[src/sv/tfp_pkg.sv]
// tfp_pkg: shared types and constants for the telemetry frame parser
// no dependencies; imported by every module of the block
`timescale 1ns / 1ps

package tfp_pkg;

    // crc-8 generator polynomial (x^8 + x^2 + x + 1), start value zero
    localparam logic [7:0] CRC_POLY        = 8'h07;
    // header bytes counted in the length field
    localparam int         HEADER_LEN      = 8;
    // default largest payload in bytes
    localparam int         MAX_PAYLOAD_DEF = 255;

    // result kinds
    localparam logic [1:0] KIND_PAYLOAD  = 2'd0;
    localparam logic [1:0] KIND_CRC_GOOD = 2'd1;
    localparam logic [1:0] KIND_CRC_BAD  = 2'd2;

    // configuration register indexes
    localparam logic [1:0] REG_SYNC_VALUE   = 2'd0;
    localparam logic [1:0] REG_TYPE_MASK    = 2'd1;
    localparam logic [1:0] REG_TYPE_VERSION = 2'd2;

    // configuration reset values
    localparam logic [7:0] SYNC_VALUE_RST   = 8'd60;
    localparam logic [7:0] TYPE_MASK_RST    = 8'd248;
    localparam logic [7:0] TYPE_VERSION_RST = 8'd32;

    // configuration seen by the parser
    typedef struct packed {
        logic [7:0] sync_value;
        logic [7:0] type_mask;
        logic [7:0] type_version;
    } t_cfg;

    // one result item
    typedef struct packed {
        logic [1:0]  kind;
        logic [7:0]  payload_byte;
        logic [7:0]  byte_index;
        logic [7:0]  message_type;
        logic [8:0]  frame_length;
        logic [31:0] object_id;
    } t_result;

endpackage

[src/sv/tfp_crc8.sv]
// tfp_crc8: one-byte update of the crc-8 (poly 0x07, msb first)
// depends on tfp_pkg for the polynomial
`timescale 1ns / 1ps

module tfp_crc8
    import tfp_pkg::*;
(
    input  logic [7:0] i_crc,
    input  logic [7:0] i_data,
    output logic [7:0] o_crc
);

    // eight shift-and-xor steps on the byte
    always_comb begin
        logic [7:0] v_r;
        v_r = i_crc ^ i_data;
        for (int k = 0; k < 8; k++) begin
            if (v_r[7]) begin
                v_r = {v_r[6:0], 1'b0} ^ CRC_POLY;
            end else begin
                v_r = {v_r[6:0], 1'b0};
            end
        end
        o_crc = v_r;
    end

endmodule

[src/sv/tfp_cfg_regs.sv]
// tfp_cfg_regs: apb-style register file for sync value, type mask and version
// depends on tfp_pkg for register indexes, reset values and t_cfg
`timescale 1ns / 1ps

module tfp_cfg_regs
    import tfp_pkg::*;
(
    input  logic        i_clk,
    input  logic        i_rst_n,
    input  logic        psel,
    input  logic        penable,
    input  logic        pwrite,
    input  logic [3:0]  paddr,
    input  logic [31:0] pwdata,
    output logic [31:0] prdata,
    output logic        pready,
    output t_cfg        o_cfg
);

    logic [7:0] r_sync_value;
    logic [7:0] r_type_mask;
    logic [7:0] r_type_version;
    logic       w_wr;
    logic [1:0] w_idx;

    assign pready = 1'b1;
    assign w_wr   = psel && penable && pwrite;
    assign w_idx  = paddr[3:2];

    // register writes in the access phase
    always_ff @(posedge i_clk) begin
        if (!i_rst_n) begin
            r_sync_value   <= SYNC_VALUE_RST;
            r_type_mask    <= TYPE_MASK_RST;
            r_type_version <= TYPE_VERSION_RST;
        end else if (w_wr) begin
            unique case (w_idx)
                REG_SYNC_VALUE:   r_sync_value   <= pwdata[7:0];
                REG_TYPE_MASK:    r_type_mask    <= pwdata[7:0];
                REG_TYPE_VERSION: r_type_version <= pwdata[7:0];
                default: ;
            endcase
        end
    end

    // read mux, unmapped addresses read zero
    always_comb begin
        unique case (w_idx)
            REG_SYNC_VALUE:   prdata = {24'd0, r_sync_value};
            REG_TYPE_MASK:    prdata = {24'd0, r_type_mask};
            REG_TYPE_VERSION: prdata = {24'd0, r_type_version};
            default:          prdata = 32'd0;
        endcase
    end

    assign o_cfg = '{sync_value: r_sync_value, type_mask: r_type_mask,
                     type_version: r_type_version};

endmodule

[src/sv/tfp_parser.sv]
// tfp_parser: per-byte frame state machine, header capture and crc check
// depends on tfp_pkg and tfp_crc8
`timescale 1ns / 1ps

module tfp_parser
    import tfp_pkg::*;
#(
    parameter int MAX_PAYLOAD = MAX_PAYLOAD_DEF
) (
    input  logic       i_clk,
    input  logic       i_rst_n,
    input  logic       i_step,
    input  logic [7:0] i_byte,
    input  t_cfg       i_cfg,
    output logic       o_emit,
    output t_result    o_result
);

    // parse phases
    localparam logic [2:0] PH_SYNC = 3'd0;
    localparam logic [2:0] PH_TYPE = 3'd1;
    localparam logic [2:0] PH_LEN  = 3'd2;
    localparam logic [2:0] PH_ID   = 3'd3;
    localparam logic [2:0] PH_DATA = 3'd4;
    localparam logic [2:0] PH_CRC  = 3'd5;

    localparam logic [15:0] LEN_MIN = 16'(HEADER_LEN);
    localparam logic [15:0] LEN_MAX = 16'(MAX_PAYLOAD + HEADER_LEN);
    localparam logic [8:0]  HDR_9   = 9'(HEADER_LEN);

    logic [2:0]  r_phase,  n_phase;
    logic [7:0]  r_crc,    n_crc;
    logic [7:0]  r_cnt,    n_cnt;
    logic [7:0]  r_type,   n_type;
    logic [8:0]  r_len,    n_len;
    logic [31:0] r_id,     n_id;

    logic [7:0]  w_crc_in;
    logic [7:0]  w_crc_next;
    logic [15:0] w_len_full;
    logic [8:0]  w_cnt_inc;

    // crc restarts from zero on the sync byte
    assign w_crc_in   = (r_phase == PH_TYPE || r_phase == PH_LEN || r_phase == PH_ID ||
                         r_phase == PH_DATA) ? r_crc : 8'd0;
    assign w_len_full = {i_byte, r_len[7:0]};
    assign w_cnt_inc  = {1'b0, r_cnt} + 9'd1;

    tfp_crc8 u_crc (
        .i_crc  (w_crc_in),
        .i_data (i_byte),
        .o_crc  (w_crc_next)
    );

    // next state and result for the byte at hand
    always_comb begin
        n_phase  = r_phase;
        n_crc    = r_crc;
        n_cnt    = r_cnt;
        n_type   = r_type;
        n_len    = r_len;
        n_id     = r_id;
        o_emit   = 1'b0;
        o_result = '{kind: KIND_PAYLOAD, payload_byte: 8'd0, byte_index: 8'd0,
                     message_type: r_type, frame_length: r_len, object_id: r_id};
        unique case (r_phase)
            PH_TYPE: begin
                n_crc = w_crc_next;
                if ((i_byte & i_cfg.type_mask) == i_cfg.type_version) begin
                    n_type  = i_byte;
                    n_cnt   = 8'd0;
                    n_phase = PH_LEN;
                end else begin
                    n_phase = PH_SYNC;
                end
            end
            PH_LEN: begin
                n_crc = w_crc_next;
                if (r_cnt == 8'd0) begin
                    n_len = {1'b0, i_byte};
                    n_cnt = 8'd1;
                end else if (w_len_full < LEN_MIN || w_len_full > LEN_MAX) begin
                    // bad length, frame dropped
                    n_phase = PH_SYNC;
                end else begin
                    n_len   = w_len_full[8:0];
                    n_cnt   = 8'd0;
                    n_phase = PH_ID;
                end
            end
            PH_ID: begin
                n_crc = w_crc_next;
                // little-endian assembly of the object id
                case (r_cnt[1:0])
                    2'd0:    n_id = {24'd0, i_byte};
                    2'd1:    n_id[15:8]  = i_byte;
                    2'd2:    n_id[23:16] = i_byte;
                    default: n_id[31:24] = i_byte;
                endcase
                if (w_cnt_inc >= 9'd4) begin
                    n_cnt   = 8'd0;
                    n_phase = (r_len == HDR_9) ? PH_CRC : PH_DATA;
                end else begin
                    n_cnt = w_cnt_inc[7:0];
                end
            end
            PH_DATA: begin
                n_crc  = w_crc_next;
                o_emit = 1'b1;
                o_result.payload_byte = i_byte;
                o_result.byte_index   = r_cnt;
                if (w_cnt_inc >= r_len - HDR_9) begin
                    n_cnt   = 8'd0;
                    n_phase = PH_CRC;
                end else begin
                    n_cnt = w_cnt_inc[7:0];
                end
            end
            PH_CRC: begin
                o_emit = 1'b1;
                o_result.kind = (i_byte == r_crc) ? KIND_CRC_GOOD : KIND_CRC_BAD;
                n_phase = PH_SYNC;
            end
            default: begin
                // hunting for sync
                n_phase = PH_SYNC;
                if (i_byte == i_cfg.sync_value) begin
                    n_crc   = w_crc_next;
                    n_phase = PH_TYPE;
                end
            end
        endcase
    end

    // state registers advance once per processed byte
    always_ff @(posedge i_clk) begin
        if (!i_rst_n) begin
            r_phase <= PH_SYNC;
            r_crc   <= 8'd0;
            r_cnt   <= 8'd0;
            r_type  <= 8'd0;
            r_len   <= 9'd0;
            r_id    <= 32'd0;
        end else if (i_step) begin
            r_phase <= n_phase;
            r_crc   <= n_crc;
            r_cnt   <= n_cnt;
            r_type  <= n_type;
            r_len   <= n_len;
            r_id    <= n_id;
        end
    end

endmodule

[src/sv/telemetry_frame_parser_core.sv]
// telemetry_frame_parser_core: top level of the sync-framed telemetry parser
// depends on tfp_pkg, tfp_cfg_regs, tfp_parser and tfp_crc8
`timescale 1ns / 1ps

// Usage
// - input stream s_*: one received byte per transfer in s_tdata[7:0].
// - output stream m_*: one result per payload byte (kind payload) and one per
//   frame end (kind crc good or crc bad); consumers drop the payload of a bad
//   frame. Frames with a bad type or length vanish without any result.
// - apb port: sync value at 0x0, type mask at 0x4, type version at 0x8;
//   write only while the stream is idle.
// Timing
// - one byte per cycle sustained unless a result stalls on m_tready; the frame
//   state machine with its byte-wide crc update forms the single stage between
//   the input register and the result register.
// - a byte in the input register is processed when the parser steps, and its
//   result goes into the result register that drives m_tvalid/m_tdata.
// Reset and stall
// - synchronous active-low reset clears the registers to their defaults, the
//   parser to sync hunting, and both the input and result registers to empty.
// - while the result register waits on m_tready, the byte in the input
//   register holds and s_tready drops until the result is taken.

module telemetry_frame_parser_core
    import tfp_pkg::*;
#(
    parameter int MAX_PAYLOAD = MAX_PAYLOAD_DEF
) (
    input  logic        i_clk,
    input  logic        i_rst_n,
    // input stream
    input  logic        s_tvalid,
    output logic        s_tready,
    input  logic [7:0]  s_tdata,   // [7:0] rx_byte
    // output stream
    output logic        m_tvalid,
    input  logic        m_tready,
    output logic [71:0] m_tdata,   // [7:0] payload_byte, [15:8] byte_index,
                                   // [23:16] message_type, [32:24] frame_length,
                                   // [64:33] object_id, [71:65] zero
    output logic [1:0]  m_tuser,   // [1:0] kind
    // configuration
    input  logic        psel,
    input  logic        penable,
    input  logic        pwrite,
    input  logic [3:0]  paddr,
    input  logic [31:0] pwdata,
    output logic [31:0] prdata,
    output logic        pready
);

    logic       r_in_valid;
    logic [7:0] r_in_byte;
    logic       r_out_valid;
    t_result    r_out;
    logic       w_step;
    logic       w_emit;
    t_result    w_result;
    t_cfg       w_cfg;

    tfp_cfg_regs u_cfg (
        .i_clk   (i_clk),
        .i_rst_n (i_rst_n),
        .psel    (psel),
        .penable (penable),
        .pwrite  (pwrite),
        .paddr   (paddr),
        .pwdata  (pwdata),
        .prdata  (prdata),
        .pready  (pready),
        .o_cfg   (w_cfg)
    );

    // the held byte moves on whenever the result slot is free or draining
    assign w_step   = r_in_valid && (!r_out_valid || m_tready);
    assign s_tready = !r_in_valid || w_step;

    // input register
    always_ff @(posedge i_clk) begin
        if (!i_rst_n) begin
            r_in_valid <= 1'b0;
        end else if (s_tready) begin
            r_in_valid <= s_tvalid;
        end
        if (s_tvalid && s_tready) begin
            r_in_byte <= s_tdata;
        end
    end

    tfp_parser #(
        .MAX_PAYLOAD (MAX_PAYLOAD)
    ) u_parser (
        .i_clk    (i_clk),
        .i_rst_n  (i_rst_n),
        .i_step   (w_step),
        .i_byte   (r_in_byte),
        .i_cfg    (w_cfg),
        .o_emit   (w_emit),
        .o_result (w_result)
    );

    // result register
    always_ff @(posedge i_clk) begin
        if (!i_rst_n) begin
            r_out_valid <= 1'b0;
        end else if (w_step && w_emit) begin
            r_out_valid <= 1'b1;
        end else if (m_tready) begin
            r_out_valid <= 1'b0;
        end
        if (w_step && w_emit) begin
            r_out <= w_result;
        end
    end

    assign m_tvalid = r_out_valid;
    assign m_tuser  = r_out.kind;
    assign m_tdata  = {7'd0, r_out.object_id, r_out.frame_length, r_out.message_type,
                       r_out.byte_index, r_out.payload_byte};

    // results only ever carry a length that passed the range check
    a_len_range: assert property (@(posedge i_clk) disable iff (!i_rst_n)
        m_tvalid |-> (m_tdata[32:24] >= 9'(HEADER_LEN)) &&
                     ({23'd0, m_tdata[32:24]} <= 32'(MAX_PAYLOAD + HEADER_LEN)))
        else $error("result frame length out of range");

    // a payload byte lies inside the payload announced by the length
    a_index_bound: assert property (@(posedge i_clk) disable iff (!i_rst_n)
        (m_tvalid && m_tuser == KIND_PAYLOAD) |->
            ({1'b0, m_tdata[15:8]} < m_tdata[32:24] - 9'(HEADER_LEN)))
        else $error("payload index beyond frame length");

    // no undefined kind code reaches the output
    a_kind_code: assert property (@(posedge i_clk) disable iff (!i_rst_n)
        m_tvalid |-> (m_tuser == KIND_PAYLOAD || m_tuser == KIND_CRC_GOOD ||
                      m_tuser == KIND_CRC_BAD))
        else $error("undefined result kind");

    // a stalled result must not be overwritten by a new byte
    a_no_overrun: assert property (@(posedge i_clk) disable iff (!i_rst_n)
        (m_tvalid && !m_tready) |-> !w_step)
        else $error("parser stepped while result stalled");

endmodule
[config.mk]
export PLATFORM = sky130hd
export DESIGN_NAME = telemetry_frame_parser_core
export DESIGN_NICKNAME = d
export VERILOG_FILES = /design/src/sv/tfp_pkg.sv /design/src/sv/tfp_crc8.sv /design/src/sv/tfp_cfg_regs.sv /design/src/sv/tfp_parser.sv /design/src/sv/telemetry_frame_parser_core.sv
export SDC_FILE = /design/constraint.sdc
export NUM_CORES = 1
export LEC_CHECK = 0
export BUFFER_PORTS_ARGS = -buffer_cell sky130_fd_sc_hd__buf_2
export CAP_MARGIN = 20
export CORE_AREA = 2 2 152 154
export DETAILED_ROUTE_END_ITERATION = 8
export DIE_AREA = 0 0 154 156
export MAX_ROUTING_LAYER = met4
export SETUP_SLACK_MARGIN = 0.2
export SLEW_MARGIN = 15
export SYNTH_ARGS = -nofsm -noshare
export SYNTH_HDL_FRONTEND = slang
export SYNTH_SLANG_ARGS = --single-unit
[constraint.sdc]
create_clock -name i_clk -period 3.93 [get_ports i_clk]
set_clock_uncertainty 0.1 [all_clocks]
set_input_delay 0.393 -clock i_clk [delete_from_list [all_inputs] [get_ports i_clk]]
set_output_delay 0.393 -clock i_clk [all_outputs]
set_load 0.02 [all_outputs]
=== Yosys cells after proc, flatten, opt, wreduce, memory -nomap -nowiden ===
Cells that the tools add are included.

* $add $sub $neg: 2
* Magnitude comparators: 4
* Equal/unequal tests: 19
* Mux-type cells: 35
* Bitwise gates (word level): 12
* Reduce and logical (&&, ||, !) cells: 37

{| class="wikitable"
|+ Operators with widths
! cell !! number
|-
| $pmux 8 s2 || 4
|-
| $mux 8 || 7
|-
| $mux 3 || 11
|-
| $pmux 8 s4 || 1
|-
| $eq 8x8->1 || 3
|-
| $not 3->3 || 8
|-
| $pmux 8 s3 || 1
|-
| $reduce_and 3->1 || 8
|-
| $mux 9 || 2
|-
| $gt 16x9->1 const B || 1
|-
| $lt 16x4->1 const B || 1
|-
| $pmux 3 s5 || 1
|-
| $add 8x1->9 const B || 1
|-
| $eq 9x4->1 const B || 1
|-
| $ge 9x3->1 const B || 1
|-
| $ge 9x9->1 || 1
|-
| $sub 9x4->9 const B || 1
|-
| $and 8x8->8 || 1
|-
| $logic_not 8->1 || 1
|-
| $ne 2x2->1 const B || 4
|-
| $reduce_and 4->1 || 2
|-
| $reduce_bool 2->1 || 4
|-
| $xor 8x8->8 || 1
|-
| $eq 3x2->1 const B || 2
|-
| 17 further kinds || 41
|}

* Register bits: 169
* Input port bits: 51
* Output and inout bits: 109
* Logic and storage cells: 131

=== Longest topological paths before layout ===
* Depth in word-level cells: 24
* Depth in mapped cells: 13
* Mapped depth without buffers: 12

=== By module ===
From an unflattened synthesis, not the netlist that was laid out.

* Cell total of the unflattened synthesis: 741
* Area total of the unflattened synthesis: 7890.1 sq um

{| class="wikitable"
|+ Modules (own cells, without submodules)
! module !! times used !! cells an instance !! area an instance (sq um) !! seq. area each (sq um)
|-
| tfp_parser || 1 || 473 || 3927.5 || 1361.3
|-
| telemetry_frame_parser_core || 1 || 96 || 2421.1 || 2292.2
|-
| tfp_cfg_regs || 1 || 151 || 1357.6 || 480.5
|-
| tfp_crc8 || 1 || 21 || 183.9 || 0.0
|}

=== Worst setup path before layout ===
OpenSTA, ideal clock, no wires.

* Path type: register to register
* From: register u_parser.r_phase[2]
* To: register r_out (netlist bit m_tdata[0]) (enable)
* Setup time: 493 ps
* Arrival time: 3715 ps
* Required time: 3337 ps
* Slack: -378 ps
* Stages on the path, launching flop included: 5
* Buffers on the path: 2
* Clock period less this slack: 4308 ps
* Cell sequence: dfxtp_1 -> clkbuf_1 -> clkbuf_1 -> nand2_1 -> nor2_1

* Word-level cells in the longest chain between the ends: 4
* Elaborated cells between the ends (all ways): 5
* Those cells by class: eq/ne: 2; mux: 1; reduce/logical: 2

{| class="wikitable"
|+ Ends and longest elaborated chain
! element !! line !! RTL
|-
| start, declared || tfp_parser.sv:31 || <nowiki>logic [2:0] r_phase, n_phase;</nowiki>
|-
| start signal, assigned || tfp_parser.sv:145 || <nowiki>r_phase <= n_phase;</nowiki>
|-
| $eq 3x3->1 || tfp_parser.sv:66 || <nowiki>unique case (r_phase)</nowiki>
|-
| $reduce_or 2->1 (no line) (*) || - ||
|-
| $mux 1 (*) || tfp_parser.sv:66 ||
|-
| $logic_and 1x1->1 (*) || telemetry_frame_parser_core.sv:111 || <nowiki>if (w_step && w_emit) begin</nowiki>
|-
| end signal, assigned || telemetry_frame_parser_core.sv:112 || <nowiki>r_out <= w_result;</nowiki>
|-
| end, declared || telemetry_frame_parser_core.sv:55 || <nowiki>t_result r_out;</nowiki>
|}

Mark *: on every way between the ends. The rest lies on a longest branch, timed or not.
A chain may end at the register's enable or synchronous reset.

=== Final worst setup path ===
* From: register u_parser.r_cnt[0]
* To: register u_parser.r_cnt[6]

* Word-level cells in the longest chain between the ends: 4
* Elaborated cells between the ends (all ways): 10
* Those cells by class: add/sub: 1; order compare: 2; eq/ne: 1; mux: 4; reduce/logical: 2

{| class="wikitable"
|+ Ends and longest elaborated chain
! element !! line !! RTL
|-
| start, declared || tfp_parser.sv:33 || <nowiki>logic [7:0] r_cnt, n_cnt;</nowiki>
|-
| start signal, assigned || tfp_parser.sv:147 || <nowiki>r_cnt <= n_cnt;</nowiki>
|-
| $add 8x1->9 || tfp_parser.sv:47 || <nowiki>assign w_cnt_inc = {1'b0, r_cnt} + 9'd1;</nowiki>
|-
| $ge 9x9->1 or $ge 9x3->1 (tied branches) || tfp_parser.sv:112, tfp_parser.sv:100 ||
|-
| $mux 8, on equally long branches || tfp_parser.sv:112, tfp_parser.sv:100 ||
|-
| $pmux 8 s4 || tfp_parser.sv:66 ||
|}

Several ways; a longest one is shown, not always the timed one.

==> results list <==
- The flow ran to the end, and the final reports show no timing, DRC or antenna violations.
* Sink Count: around 170
- Buffers inserted during clock tree synthesis total 17.
- Crit Path Class: flip-flop to flip-flop
- Slew @ Worst Pin: 1.040 ns
* Number of design-rule violations left by the first detailed-router iteration: between 300 and 400
- Largest fanout on the critical path: 9
* Antenna Diode Count: 0
- Relative contribution of the clock network to total power: approximately 44%
- Total Wirelength: 18.61 mm
- Entering global routing, the biggest net connects roughly 60 pins.
* Routed wire per std cell: 16.33 um
- Reported net switching power: about 970 uW
* Last weighted congestion value of the routability-driven placer: roughly 0.82
- The worst path in the final design needs a cycle of 3.263 ns, including I/O delays and setup.
- Netlist Area Pre-Place: 7740 um2
* Leakage dissipation: approximately 0.0036 uW
- Primary flip-flop cell chosen by synthesis mapping: dfxtp_1
* Number of buffers inserted by post-CTS setup repair: 0
* Flops & latches, synth: approximately 170
* Y dimension of the die: roughly 160 um
- Cell Pwr Density: 418.6 nW/um2
* Post-synthesis average cell area: 10.27 um2
- The net count of the finished layout is 906.
- Seq/Total Area, Yosys: between 50% and 60%
- Number of levels in the clock H-tree: 4
* Remaining routing DRC violations: 0
- The detailed router placed between 5000 and 6000 vias in this run.
- Timing would allow up to approximately 300 MHz.
- The worst path uses about 83% of the clock period.
- Maximum capacitance violations: 0
- In the final timing run, aggregate negative setup slack is 0 ns.
- In this run, the combinational gates consume under 10% of the power.
- Horizontal die dimension: ~150 um
- The netlist uses 56 different library cells.
- CTS clk-pin slew, worst paths: 0.07 ns
* Hold-fix buffer count after cts: 0
* Tightest Hold Check Type: input port to flip-flop
- Cell accounting for the most synthesized area: edfxtp_1
* Routed Antenna Nets: 0
- Port buffering added 101 buffers.
* Synth cell count leaders: 94 x dfxtp_1, 81 x nand2_1, 75 x edfxtp_1
* Number of antenna violations at the first check in global routing: 0
- The number of endpoints with negative hold slack in the final report came to 0.
- During synthesis, Yosys emitted a total of 0 warnings.
- Among all cell types in the netlist, the one instantiated most often is dfxtp_1.
* Number of global-route vias before repair: between 5000 and 6000
- Measured against its own limit, the worst slew margin works out to 30.39%.
* Switching part of the total: roughly a quarter
* Clock buffer depth: 2
- After routing the design area is around 9000 um2.
- Final setup violating endpoints: 0
* Highest metal layer with signal wires: met4
- In this run, flip-flops and latches consume around half of the power.
- Req. time, crit path: 4.18 ns
- Core area: ~22000 um2
- Counting flops with a built-in enable in the synthesized netlist gives 75.
- Count of cells resized by post-cts repair: 0
* Worst setup SP type: flip-flop
* Number of max-slew violations in the final report: 0
- Global-route wire length before repair: ~29 mm
- TritonCTS built the clock tree.
- Summed over its instances, the top area cell type makes up slightly below 30% of the synthesized netlist area.
* Die area: about 24000 um2
* Row count: 55
- After detailed routing, the met3 layer carries 1.074 mm of wire.
- Ports placed on the boundary: 160
- Internal: about 2800 uW
- After technology mapping, the gate count stands at between 700 and 800.
- In the final routing, the length of wire on met1 measures 9.171 mm.
* Detailed route wirelength on metal2: between 8 and 9 mm
- Top area cells in the synthesized netlist: edfxtp_1 29%, dfxtp_1 24%, mux2i_1 5.8%
* Clock latency at the later pin of the worst-skew pair: about 0.43 ns
* Detailed Place HPWL: approximately 12 mm
- Once the floorplan was initialized, standard cells occupied between 30% and 40% of the core.
* Critical path endpoint category: flip-flop
- Data on the critical path arrives at its endpoint at ~3.5 ns.
- Placed cell areas: between 8000 and 9000 um2
- Maximum ir drop on the vdd rail: ~280 uV
- Layout cells sized above 1: between 10% and 20%
- The total overflow left after global routing is 0.
- The tree is rooted in a clkbuf_16.
- First-pass iteration count of the detailed router: 5
- In the routed layout, each cell is associated on average with a via count of 4.873.
- Relative to the synthesized area, the layout overhead comes to 16.70%.
- Setup repair after global routing left no endpoint under its margin.
* Global Route Usage Sum: 16.13%
- Async SR Flop Fraction: 0%
-- cell families after synthesis --
family          share of synthesized area, %
xor+xnor                               5.836
fa+ha+maj                              2.102
simple gates                           16.62
mux                                    6.547
compound gates                         9.214
other cells                          0.09703
buf+inv                                6.175
flops                                  53.41
-- cells in the final DEF (no fill, tap or decap), drive strengths merged, types with 22 or more instances in the layout --
cell type / netlist / routed
o21ai: 28 / 28
xnor2: 27 / 27
xor2: 22 / 22
edfxtp: 75 / 75
nand2: 81 / 81
a21oi: 35 / 35
nor2: 59 / 59
mux2i: 45 / 45
dfxtp: 94 / 94
buf: 41 / 119
nand3: 35 / 35
conb: 2 / 32
-- power by group through the flow --
stage | registers [uW] | clock network [uW] | logic (uW)
global route | 1860 | 1790 | 268
detailed placement | 1900 | 0 | 245
floorplan | 1890 | 0 | 207
global placement | 1900 | 0 | 243
CTS | 1860 | 1710 | 246
finish | 1860 | 1680 | 245
-- metrics by stage --
step | hold slack (ns) | utilization [%] | setup slack, ns | total power [uW] | instances
after floorplan | 0.3076 | - | 0.7424 | 2093 | 784
final | 0.03524 | 40.39 | 0.6667 | 3781 | 1140
after global placement | 0.3129 | 37.75 | 0.7106 | 2142 | 1108
after CTS | 0.01706 | 40.39 | 0.6576 | 3816 | 1140
after global routing | 0.02022 | 40.39 | 0.4517 | 3916 | 1140
after detailed placement | 0.3154 | 37.75 | 0.6779 | 2144 | 1108
-- worst max-delay path, cell delays in order (launching register included) --
cell,delay (ns)
dfxtp_1,0.51
ha_1,0.23
nand3_1,0.13
xnor2_1,0.28
ha_1,0.29
a2111oi_0,0.33
o21ai_0,0.15
a32oi_1,0.17
nor3_1,0.12
o21ai_2,0.24
or4b_1,0.45
a31oi_1,0.17
-- cell type report --
| class | instances | area, um2 |
|---|---|---|
| Fill cell | 2176 | 13330 |
| Sequential cell | 169 | 4134 |
| Multi-Input combinational cell | 523 | 3253 |
| Timing Repair Buffer | 119 | 653.1 |
| Clock buffer | 19 | 464.2 |
| Tap cell | 285 | 356.6 |
| Clock inverter | 13 | 126.4 |
| Inverter | 12 | 45.04 |
-- per-layer routing --
layer  GRT usage (%)  vias to the layer above
li1                -                     2774
met1           22.20                     2591
met2           23.94                      179
met3           3.556                       11
met4           4.584                        0
met5               -                        -
-- flip-flops by register name (all words and copies together) (netlist names) --
name                  flops
m_tuser                   2
u_cfg.r_sync_value        8
u_parser.r_crc            8
u_parser.r_type           8
r_in_byte                 8
m_tvalid                  1
u_parser.r_cnt            8
u_cfg.r_type_mask         8
r_in_valid                1
u_cfg.r_type_version      8
u_parser.r_id            32
u_parser.r_phase          3
u_parser.r_len            9
m_tdata                  65
-- final timing paths --
| path | start | to | slack [ns] | cells past startpoint |
|---|---|---|---|---|
| min reg2reg | u_parser.r_id[24] | m_tdata[57] | 0.33 | 0 |
| max | u_parser.r_cnt[0] | u_parser.r_cnt[6] | 0.67 | 11 |
| min | s_tdata[0] | r_in_byte[0] | 0.04 | 1 |
| max reg2reg | u_parser.r_cnt[0] | u_parser.r_cnt[6] | 0.67 | 11 |
(Power assumes the default switching activity.)
